--- config.mk ---
export PLATFORM = sky130hd
export DESIGN_NAME = lru_key_value_cache_unit
export DESIGN_NICKNAME = d
export VERILOG_FILES = /design/src/sv/lkvc_pkg.sv /design/src/sv/lkvc_ram.sv /design/src/sv/lkvc_ctrl.sv /design/src/sv/lkvc_dp.sv /design/src/sv/lru_key_value_cache_unit.sv
export SDC_FILE = /design/constraint.sdc
export NUM_CORES = 2
export LEC_CHECK = 0
export BUFFER_PORTS_ARGS = -buffer_cell sky130_fd_sc_hd__buf_4
export CAP_MARGIN = 20
export CORE_ASPECT_RATIO = 0.9
export CORE_MARGIN = 2
export CORE_UTILIZATION = 35
export DETAILED_ROUTE_END_ITERATION = 7
export GPL_TIMING_DRIVEN = 1
export PLACE_DENSITY = 0.49
export SLEW_MARGIN = 10
export SYNTH_ARGS = -nofsm -noshare
export SYNTH_HDL_FRONTEND = slang
export SYNTH_SLANG_ARGS = --single-unit
--- constraint.sdc ---
create_clock -name clock -period 18.6 [get_ports clock]
set_input_delay 0 -clock clock [delete_from_list [all_inputs] [get_ports clock]]
set_output_delay 0 -clock clock [all_outputs]
set_load 0.02 [all_outputs]
--- src/sv/lkvc_pkg.sv ---
// Shared types and constants of the LRU key-value cache.
// Used by the controller, the datapath and the top level; depends on nothing.
`timescale 1ns / 1ps
`default_nettype none

package lkvc_pkg;

   // Field and register widths fixed by the interface
   localparam int FIELD_W    = 32;
   localparam int CFG_W      = 5;
   localparam int CSR_ADDR_W = 3;
   localparam int CSR_DATA_W = 32;

   // Register file
   localparam logic             REG_CAPACITY = 1'b0;
   localparam logic [CFG_W-1:0] CFG_RESET    = 5'd16;

   // Request operations
   localparam logic MODE_GET = 1'b0;
   localparam logic MODE_PUT = 1'b1;

   // Read value returned on a miss
   localparam logic [FIELD_W-1:0] MISS_VALUE = 32'hFFFF_FFFF;

   // Controller to datapath
   typedef struct packed {
      logic capture;   // latch the request and its lookup result
      logic commit;    // apply the update of the held request
      logic load_rsp;  // load the response register
   } lkvc_cmd_type;

   // Datapath to controller
   typedef struct packed {
      logic is_get;
   } lkvc_sts_type;

endpackage

`default_nettype wire

--- src/sv/lkvc_ram.sv ---
// Generic single-write, single-read RAM with registered read data.
// Stand-alone; no package needed.
`timescale 1ns / 1ps
`default_nettype none

module lkvc_ram #(
   parameter int WIDTH = 32,
   parameter int DEPTH = 16
) (
   input  wire logic                                  clock,
   input  wire logic                                  wr_en,
   input  wire logic [((DEPTH > 1) ? $clog2(DEPTH) : 1)-1:0] wr_addr,
   input  wire logic [WIDTH-1:0]                      wr_data,
   input  wire logic                                  rd_en,
   input  wire logic [((DEPTH > 1) ? $clog2(DEPTH) : 1)-1:0] rd_addr,
   output logic      [WIDTH-1:0]                      rd_data
);

   logic [WIDTH-1:0] mem_ff [DEPTH];
   logic [WIDTH-1:0] rd_data_ff;

   // Write port
   always_ff @(posedge clock) begin
      if (wr_en) begin
         mem_ff[wr_addr] <= wr_data;
      end
   end

   // Registered read port; hold data while not reading
   always_ff @(posedge clock) begin
      if (rd_en) begin
         rd_data_ff <= mem_ff[rd_addr];
      end
   end

   assign rd_data = rd_data_ff;

endmodule

`default_nettype wire

--- src/sv/lkvc_ctrl.sv ---
// Controller of the LRU key-value cache: request/response handshake and sequencing.
// Depends on lkvc_pkg for the command and status structs.
`timescale 1ns / 1ps
`default_nettype none

module lkvc_ctrl
   import lkvc_pkg::*;
(
   input  wire logic         clock,
   input  wire logic         reset,
   input  wire logic         req_valid,
   output logic              req_stall,
   output logic              rsp_valid,
   input  wire logic         rsp_stall,
   input  wire lkvc_sts_type sts,
   output lkvc_cmd_type      cmd
);

   localparam logic ST_IDLE = 1'b0;
   localparam logic ST_EXEC = 1'b1;

   logic state_ff, state_in;
   logic rsp_valid_ff, rsp_valid_in;
   logic out_busy;

   // Take a request only while nothing is in flight
   assign req_stall = (state_ff != ST_IDLE);
   assign out_busy  = rsp_valid_ff && rsp_stall;

   always_comb begin
      cmd          = '0;
      state_in     = state_ff;
      cmd.capture  = (state_ff == ST_IDLE) && req_valid;
      case (state_ff)
         ST_IDLE: begin
            if (req_valid) begin
               state_in = ST_EXEC;
            end
         end
         ST_EXEC: begin
            // A get waits for room in the response register
            if (!(sts.is_get && out_busy)) begin
               cmd.commit   = 1'b1;
               cmd.load_rsp = sts.is_get;
               state_in     = ST_IDLE;
            end
         end
         default: begin
            state_in = ST_IDLE;
         end
      endcase
   end

   // Response valid: set on load, drop once taken
   always_comb begin
      rsp_valid_in = rsp_valid_ff;
      if (cmd.load_rsp) begin
         rsp_valid_in = 1'b1;
      end else if (rsp_valid_ff && !rsp_stall) begin
         rsp_valid_in = 1'b0;
      end
   end

   always_ff @(posedge clock) begin
      if (reset) begin
         state_ff     <= ST_IDLE;
         rsp_valid_ff <= 1'b0;
      end else begin
         state_ff     <= state_in;
         rsp_valid_ff <= rsp_valid_in;
      end
   end

   assign rsp_valid = rsp_valid_ff;

`ifndef SYNTHESIS
   a_load_needs_room: assert property (@(posedge clock) disable iff (reset)
      cmd.load_rsp |-> !(rsp_valid_ff && rsp_stall))
      else $error("response loaded over a stalled response");
   a_capture_then_exec: assert property (@(posedge clock) disable iff (reset)
      cmd.capture |=> (state_ff == ST_EXEC))
      else $error("captured request not executed next cycle");
   a_commit_then_idle: assert property (@(posedge clock) disable iff (reset)
      cmd.commit |=> (state_ff == ST_IDLE) && !cmd.commit)
      else $error("request committed twice");
`endif

endmodule

`default_nettype wire

--- src/sv/lkvc_dp.sv ---
// Datapath of the LRU key-value cache: key slots, age ranks, value RAM, response register.
// Depends on lkvc_pkg and lkvc_ram.
`timescale 1ns / 1ps
`default_nettype none

module lkvc_dp
   import lkvc_pkg::*;
#(
   parameter int ENTRIES  = 16,
   parameter int KEY_BITS = 32
) (
   input  wire logic                       clock,
   input  wire logic                       reset,
   input  wire lkvc_cmd_type               cmd,
   output lkvc_sts_type                    sts,
   input  wire logic [CFG_W-1:0]           capacity,
   input  wire logic                       req_mode,
   input  wire logic signed [FIELD_W-1:0]  req_lookup_key,
   input  wire logic signed [FIELD_W-1:0]  req_write_value,
   output logic                            rsp_hit,
   output logic signed [FIELD_W-1:0]       rsp_read_value
);

   localparam int KW   = (KEY_BITS < FIELD_W) ? KEY_BITS : FIELD_W;
   localparam int IW   = (ENTRIES > 1) ? $clog2(ENTRIES) : 1;
   localparam int CW   = $clog2(ENTRIES + 1);
   localparam int CAPW = (CW > CFG_W) ? CW : CFG_W;

   // Slot state
   logic [KW-1:0]      slot_key_ff  [ENTRIES];
   logic [KW-1:0]      slot_key_in  [ENTRIES];
   logic [IW-1:0]      rank_ff      [ENTRIES];
   logic [IW-1:0]      rank_in      [ENTRIES];
   logic [ENTRIES-1:0] valid_ff, valid_in;
   logic [CW-1:0]      count_ff, count_in;

   // Held request
   logic               mode_ff;
   logic [KW-1:0]      key_ff;
   logic [FIELD_W-1:0] value_ff;
   logic               hit_ff;
   logic [IW-1:0]      slot_ff;
   logic [IW-1:0]      hit_rank_ff;

   // Response register
   logic               rsp_hit_ff;
   logic [FIELD_W-1:0] rsp_value_ff;

   // Lookup and replacement logic
   logic [KW-1:0]      req_key;
   logic [ENTRIES-1:0] match;
   logic               hit_any;
   logic [IW-1:0]      match_idx;
   logic [IW-1:0]      match_rank;
   logic [CAPW-1:0]    cap_raw, cap, cap_m1;
   logic               full;
   logic [ENTRIES-1:0] evict, kept, free_oh;
   logic [IW-1:0]      free_idx;

   // Value RAM ports
   logic               ram_we;
   logic [IW-1:0]      ram_waddr;
   logic [FIELD_W-1:0] ram_rdata;

   // Compare the incoming key against every slot; keys are unique among valid slots
   assign req_key = KW'($unsigned(req_lookup_key));

   always_comb begin
      match_idx  = '0;
      match_rank = '0;
      for (int i = 0; i < ENTRIES; i++) begin
         match[i] = valid_ff[i] && (slot_key_ff[i] == req_key);
         if (match[i]) begin
            match_idx  = match_idx | IW'(i);
            match_rank = match_rank | rank_ff[i];
         end
      end
      hit_any = |match;
   end

   // Effective capacity: zero acts as one, clamp to the slot count
   always_comb begin
      cap_raw = CAPW'(capacity);
      if (capacity == '0) begin
         cap = CAPW'(1);
      end else if (cap_raw > CAPW'(ENTRIES)) begin
         cap = CAPW'(ENTRIES);
      end else begin
         cap = cap_raw;
      end
      cap_m1 = cap - CAPW'(1);
      full   = CAPW'(count_ff) >= cap;
   end

   // When full, evict every entry ranked at or past capacity-1, then pick the lowest free slot
   always_comb begin
      for (int i = 0; i < ENTRIES; i++) begin
         evict[i] = full && valid_ff[i] && (CAPW'(rank_ff[i]) >= cap_m1);
      end
      kept    = valid_ff & ~evict;
      free_oh = ~kept & (kept + ENTRIES'(1));
      free_idx = '0;
      for (int i = 0; i < ENTRIES; i++) begin
         if (free_oh[i]) begin
            free_idx = free_idx | IW'(i);
         end
      end
   end

   // Next slot state
   always_comb begin
      valid_in = valid_ff;
      count_in = count_ff;
      for (int i = 0; i < ENTRIES; i++) begin
         slot_key_in[i] = slot_key_ff[i];
         rank_in[i]     = rank_ff[i];
      end
      if (cmd.commit) begin
         if (hit_ff) begin
            // Touch: entries more recent than the hit age by one
            for (int i = 0; i < ENTRIES; i++) begin
               if (IW'(i) == slot_ff) begin
                  rank_in[i] = '0;
               end else if (valid_ff[i] && (rank_ff[i] < hit_rank_ff)) begin
                  rank_in[i] = rank_ff[i] + IW'(1);
               end
            end
         end else if (mode_ff == MODE_PUT) begin
            // Insert as most recent; survivors age by one
            for (int i = 0; i < ENTRIES; i++) begin
               if (free_oh[i]) begin
                  valid_in[i]    = 1'b1;
                  slot_key_in[i] = key_ff;
                  rank_in[i]     = '0;
               end else if (kept[i]) begin
                  rank_in[i] = rank_ff[i] + IW'(1);
               end else if (evict[i]) begin
                  valid_in[i] = 1'b0;
                  rank_in[i]  = '0;
               end
            end
            count_in = full ? CW'(cap) : count_ff + CW'(1);
         end
      end
   end

   always_ff @(posedge clock) begin
      if (reset) begin
         valid_ff <= '0;
         count_ff <= '0;
         for (int i = 0; i < ENTRIES; i++) begin
            rank_ff[i] <= '0;
         end
      end else begin
         valid_ff <= valid_in;
         count_ff <= count_in;
         for (int i = 0; i < ENTRIES; i++) begin
            rank_ff[i] <= rank_in[i];
         end
      end
   end

   always_ff @(posedge clock) begin
      for (int i = 0; i < ENTRIES; i++) begin
         slot_key_ff[i] <= slot_key_in[i];
      end
   end

   // Hold the request and its lookup result
   always_ff @(posedge clock) begin
      if (cmd.capture) begin
         mode_ff     <= req_mode;
         key_ff      <= req_key;
         value_ff    <= $unsigned(req_write_value);
         hit_ff      <= hit_any;
         slot_ff     <= match_idx;
         hit_rank_ff <= match_rank;
      end
   end

   // Value store: read on capture, write on put commit
   assign ram_we    = cmd.commit && (mode_ff == MODE_PUT);
   assign ram_waddr = hit_ff ? slot_ff : free_idx;

   lkvc_ram #(
      .WIDTH (FIELD_W),
      .DEPTH (ENTRIES)
   ) u_value_ram (
      .clock   (clock),
      .wr_en   (ram_we),
      .wr_addr (ram_waddr),
      .wr_data (value_ff),
      .rd_en   (cmd.capture),
      .rd_addr (match_idx),
      .rd_data (ram_rdata)
   );

   // Response register
   always_ff @(posedge clock) begin
      if (cmd.load_rsp) begin
         rsp_hit_ff   <= hit_ff;
         rsp_value_ff <= hit_ff ? ram_rdata : MISS_VALUE;
      end
   end

   assign sts.is_get     = (mode_ff == MODE_GET);
   assign rsp_hit        = rsp_hit_ff;
   assign rsp_read_value = $signed(rsp_value_ff);

`ifndef SYNTHESIS
   a_keys_unique: assert property (@(posedge clock) disable iff (reset)
      $onehot0(match))
      else $error("key held in more than one valid slot");
   a_count_bound: assert property (@(posedge clock) disable iff (reset)
      count_ff <= CW'(ENTRIES))
      else $error("entry count beyond slot count");
   a_insert_counts: assert property (@(posedge clock) disable iff (reset)
      (cmd.commit && !hit_ff && (mode_ff == MODE_PUT)) |=> (count_ff != '0))
      else $error("insert left the store empty");
`endif

endmodule

`default_nettype wire

--- src/sv/lru_key_value_cache_unit.sv ---
// LRU key-value cache: a fully associative store of ENTRIES key/value pairs with
// least-recently-used replacement. Each request is a get (mode 0) or a put (mode 1).
// A get returns one response: hit and the stored value, or hit clear and all ones;
// a put returns none. Each request is accepted in the idle state, which compares the
// key against all slots in parallel and reads the value RAM; the execute state then
// updates the age ranks and writes the RAM. A get waits in the execute state while the
// response register still holds a stalled response. The capacity register (byte
// address 0, reset 16) sets how many entries are held before eviction; write it only
// while idle. The store is empty after reset with no clearing pass.
// Depends on lkvc_pkg, lkvc_ctrl, lkvc_dp and lkvc_ram.
`timescale 1ns / 1ps
`default_nettype none

module lru_key_value_cache_unit
   import lkvc_pkg::*;
#(
   parameter int ENTRIES  = 16,
   parameter int KEY_BITS = 32
) (
   input  wire logic                       clock,
   input  wire logic                       reset,
   input  wire logic                       req_valid,
   output logic                            req_stall,
   input  wire logic                       req_mode,
   input  wire logic signed [FIELD_W-1:0]  req_lookup_key,
   input  wire logic signed [FIELD_W-1:0]  req_write_value,
   output logic                            rsp_valid,
   input  wire logic                       rsp_stall,
   output logic                            rsp_hit,
   output logic signed [FIELD_W-1:0]       rsp_read_value,
   input  wire logic                       psel,
   input  wire logic                       penable,
   input  wire logic                       pwrite,
   input  wire logic [CSR_ADDR_W-1:0]      paddr,
   input  wire logic [CSR_DATA_W-1:0]      pwdata,
   output logic [CSR_DATA_W-1:0]           prdata,
   output logic                            pready
);

   lkvc_cmd_type     cmd;
   lkvc_sts_type     sts;
   logic [CFG_W-1:0] capacity_ff, capacity_in;
   logic             csr_wr;

   // Register access: one register, word index in paddr bit 2
   assign pready = 1'b1;
   assign csr_wr = psel && penable && pwrite && (paddr[2] == REG_CAPACITY);

   always_comb begin
      capacity_in = capacity_ff;
      if (csr_wr) begin
         capacity_in = pwdata[CFG_W-1:0];
      end
   end

   always_ff @(posedge clock) begin
      if (reset) begin
         capacity_ff <= CFG_RESET;
      end else begin
         capacity_ff <= capacity_in;
      end
   end

   assign prdata = (paddr[2] == REG_CAPACITY) ? CSR_DATA_W'(capacity_ff) : '0;

   lkvc_ctrl u_ctrl (
      .clock     (clock),
      .reset     (reset),
      .req_valid (req_valid),
      .req_stall (req_stall),
      .rsp_valid (rsp_valid),
      .rsp_stall (rsp_stall),
      .sts       (sts),
      .cmd       (cmd)
   );

   lkvc_dp #(
      .ENTRIES  (ENTRIES),
      .KEY_BITS (KEY_BITS)
   ) u_dp (
      .clock           (clock),
      .reset           (reset),
      .cmd             (cmd),
      .sts             (sts),
      .capacity        (capacity_ff),
      .req_mode        (req_mode),
      .req_lookup_key  (req_lookup_key),
      .req_write_value (req_write_value),
      .rsp_hit         (rsp_hit),
      .rsp_read_value  (rsp_read_value)
   );

endmodule

`default_nettype wire
==> results by group <==
Outcome
  – Status: finished clean

Worst setup path
  – Reg2Reg Setup Slack: 11.90 ns
  – Crit path top cell by count: buf_4
  – R2R depth: 18
  – Cell Chain, Critical Path: nor3_1 -> nor2_1 -> nor2_1 -> inv_1 -> buf_4 -> ha_1 -> buf_4 -> ha_1 -> a2111oi_2 -> o22ai_1 -> a2111oi_4 -> a21oi_1 -> nor3_1 -> a211oi_1 -> a31oi_1 -> nand3_1 -> nor2_4 -> buf_4
  – Critical Path Start: capacity_ff[1]
  – CP startpoint kind: flop
  – Slowest stage delay, CP: 0.62 ns
  – Worst-path maximum fanout: 32
  – Crit Path Category: flop to flop
  – Delay-heaviest family, CP: compound AO/OA/AOI/OAI gates
  – RR Startpoint: capacity_ff[1]
  – Critical Path End: u_dp.u_value_ram.mem_ff[13][19]
  – Critical Path AT: 7.10 ns
  – FF-to-FF End: u_dp.u_value_ram.mem_ff[13][19]
  – Worst path bufs/invs: 4
  – CP Capture Type: flop
  – WP data required: 19.00 ns
  – Worst path depth: 18
  – Cell at the slowest stage of the critical path: buf_4

Timing
  – Tmin final: 6.70 ns
  – Worst-Margin Slew: 1.24 ns
  – Hold WS: 0.159 ns
  – Fmax: 149 MHz
  – Fin worst setup slack: 11.90 ns
  – Crit share post-route: 36.0%
  – Final hold violations: 0
  – Final TNS setup: 0 ns
  – Final Max Tran Viols: 0
  – Unrepaired setup endpoints after global routing: false
  – Worst slew margin: 16.6%
  – Final setup fails: 0
  – Final clock skew: 0.0442 ns

Clocking
  – H-tree depth: 4
  – Clk sinks: 1255
  – Clock Root Buffer: clkbuf_16
  – Clock Tree Buf Depth: 3
  – Setup repair bufs after CTS: 0
  – Post-cts resize count: 0
  – CTS tree: built
  – Num CTS Buffers: 143
  – Worst skew pair latency: 0.77 ns
  – CTS clk-pin slew, worst paths: 0.06 ns

Place
  – IO buf count: 117
  – Post-detail-place hpwl: 91400 µm
  – Placed insts: 5773
  – Gp weighted congestion: 0.882
  – Post-Place Setup Slack: 11.95 ns

Die
  – DIE AREA: 160000 µm²
  – Initial core utilization: 35.3%
  – Top-Level Pins: 175
  – Row Count: 137
  – Die Ht: 379 µm
  – Die Wd: 421 µm
  – Core footprint: 155000 µm²

Synthesis
  – Number of library cell types mapped by synthesis: 74
  – Syn Area/Cell: 15.0 µm²
  – Post-synthesis simple-gate area fraction: 6.44%
  – Mux cell area share after synthesis: 6.41%
  – Post-synthesis xor/xnor area fraction: 8.36%
  – Yosys Warn Count: 0
  – Async S/R FF share, synth: 0%
  – Post-synthesis register bit count: 1255
  – Ys flop type: edfxtp_1
  – Post-Synth Adder-Cell Area: 3.08%
  – Seq/Total Area, Yosys: 67.1%
  – Post-synth EDFFs: 1163
  – Synthesized instance count: 3658
  – Synth Area in Compound Gates: 5.88%
  – Main combinational cell family by area after synthesis: XOR/XNOR gates
  – Cell Area, Synth: 54800 µm²

Power and ir drop
  – Internal: 0.00474 W
  – Net load switching power: 0.00139 W
  – Sequential Power Share: 51.7%
  – Switching Share: 22.7%
  – Clock Power Share: 44.2%
  – P per Cell Area: 96.2 nW/µm²
  – Peak supply drop: 0.0775 mV
  – Static leakage: 23.2 nW
  – Logic pwr share: 4.1%

Route
  – Post-route antenna net violation count: 0
  – Routed wire length: 163000 µm
  – Remaining DRCs: 0
  – Avg WL per Cell: 26.6 µm
  – Avg Vias per Cell: 5.17
  – Via count: 31776
  – Starting DRT DRC Count: 2830
  – Number of iterations in the first detailed-routing pass: 5

Global route
  – Number of global-route vias before repair: 30632
  – Gr ovfl total: 0
  – Total GRT Usage: 20.2%
  – Antenna violations before repair: 5
  – First-pass GRT wire length: 230000 µm
  – Largest net degree at the start of global routing: 165

Layout
  – Commonest cells after routing, fill and taps aside: edfxtp_1, xor2_1, mux2i_1
  – Area Growth Syn to Fin: 16.2%
  – # fillers: 14315
  – Number of nets in the layout: 4195
  – Share of cells above drive strength 1: 12.6%
  – Most common cell after layout, fill and taps aside: edfxtp_1
  – Area occupied by multi-input gates: 17000 µm²
  – Seq. cell area: 36800 µm²
  – Non-filler cells, final: 6150
  – Fin util: 41.0%

Flow run
  – # Max-Cap Violations: 0

Hold path
  – Hold WC Path Type: input pin to flop
==> worst min path at each step <==
stage | startpoint | to | slack, ns | cells past startpoint
finish | rsp_stall | u_ctrl.rsp_valid | 0.16 | 4
global route | rsp_stall | u_ctrl.rsp_valid | 0.15 | 4
CTS | rsp_stall | u_ctrl.rsp_valid | 0.11 | 4
detailed placement | req_write_value[12] | u_dp.value_ff[12] | 0.18 | 1
global placement | req_write_value[24] | u_dp.value_ff[24] | 0.18 | 1
floorplan | paddr[2] | prdata[4] | 0.07 | 1
==> state kept, by name, indices dropped and copies added, names as in the netlist <==
signal                    cells
u_ctrl.req_stall              1
u_dp.slot_ff                  4
u_dp.valid_ff                16
u_ctrl.rsp_valid              1
capacity_ff                   5
u_dp.rank_ff                 64
u_dp.rsp_read_value          32
u_dp.hit_ff                   1
u_dp.key_ff                  32
u_dp.value_ff                32
u_dp.hit_rank_ff              4
u_dp.u_value_ram.rd_data     32
u_dp.rsp_hit                  1
u_dp.slot_key_ff            512
u_dp.u_value_ram.mem_ff     512
u_dp.count_ff                 5
u_dp.mode_ff                  1
==> worst min-delay path, stage by stage <==
cell	delay [ns]
dlygate4sd3_1	0.53
buf_4	0.17
nand2_1	0.09
a21oi_1	0.06
==> power by group through the flow <==
| stage | Clock (W) | Combinational (W) | Sequential (W) |
|---|---|---|---|
| 2_1_floorplan | 0 | 0.000139 | 0.00320 |
| 3_3_place_gp | 0 | 0.000231 | 0.00322 |
| 3_5_place_dp | 0 | 0.000233 | 0.00322 |
| 4_1_cts | 0.00277 | 0.000253 | 0.00317 |
| 5_1_grt | 0.00288 | 0.000269 | 0.00317 |
| 6_report | 0.00271 | 0.000252 | 0.00317 |
==> layout make-up <==
type	count	area share (%)
Sequential cell	1255	57.7
Multi-Input combinational cell	2185	26.6
Clock buffer	183	5.98
Timing Repair Buffer	314	4.25
Tap cell	2085	4.09
Clock inverter	72	1.04
Inverter	54	0.318
Antenna cell	2	0.00785
==> cell usage after synthesis, types with 4 or more instances <==
master | n | area (µm²)
ha_1 | 135 | 1690
o31a_1 | 4 | 35.0
o221ai_1 | 32 | 280
or3b_1 | 7 | 61.3
o21ai_0 | 69 | 345
a31oi_1 | 27 | 169
o21a_1 | 37 | 278
inv_1 | 53 | 199
edfxtp_1 | 1163 | 34900
a221oi_1 | 18 | 158
a311o_1 | 5 | 50.1
nor4_1 | 92 | 576
mux2_2 | 41 | 462
nand4_1 | 67 | 419
xnor2_1 | 206 | 1800
a2111oi_2 | 4 | 60.1
and2_1 | 5 | 31.3
buf_2 | 38 | 190
mux2_4 | 26 | 390
nand3b_1 | 12 | 90.1
nand3_1 | 48 | 240
nor2_1 | 192 | 721
a21boi_0 | 20 | 150
nor3_1 | 42 | 210
nor2b_1 | 23 | 144
and3_1 | 9 | 56.3
a22oi_1 | 37 | 278
dfxtp_1 | 92 | 1840
a22o_1 | 16 | 140
o41ai_1 | 4 | 35.0
clkbuf_1 | 52 | 195
a21o_1 | 13 | 97.6
xor2_1 | 317 | 2780
nand2b_1 | 58 | 363
nand2_1 | 102 | 383
buf_4 | 54 | 405
a21oi_1 | 150 | 751
o31ai_1 | 8 | 60.1
mux2i_1 | 266 | 2660
buf_6 | 45 | 507
a211oi_1 | 6 | 45.0
or3_1 | 8 | 50.1
==> per-stage QoR <==
stage	instance area (µm²)	power (W)
6_report	63700	0.00613
5_1_grt	63700	0.00632
4_1_cts	63700	0.00619
3_5_place_dp	58000	0.00346
3_3_place_gp	58000	0.00345
2_1_floorplan	54900	0.00334
==> kinds of logic (layout without fill, tap and decap cells) <==
family                     Yosys count  in the layout
muxes                              333            333
buffers and inverters              244            623
DFF                               1255           1255
adders and majority gates          135            135
other                                2             30
xor gates and xnor gates           523            523
and+or+nand+nor                    684            684
AOI/OAI and AO/OA                  482            482
==> repair_timing <==
action,CTS,global route
hold endpoints to repair,125,0
hold buffers,119,0
endpoints found under the setup margin,0,0
==> per-layer routing <==
metal / vias to the layer above / GRT usage (%) / part of all wire (%)
met5: - / 0 / 0
met4: 0 / 4.97 / 2.1
met3: 215 / 2.89 / 5.2
met2: 900 / 32.4 / 46
met1: 16277 / 28.8 / 47
li1: 14384 / - / -
(Power assumes the default switching activity.)
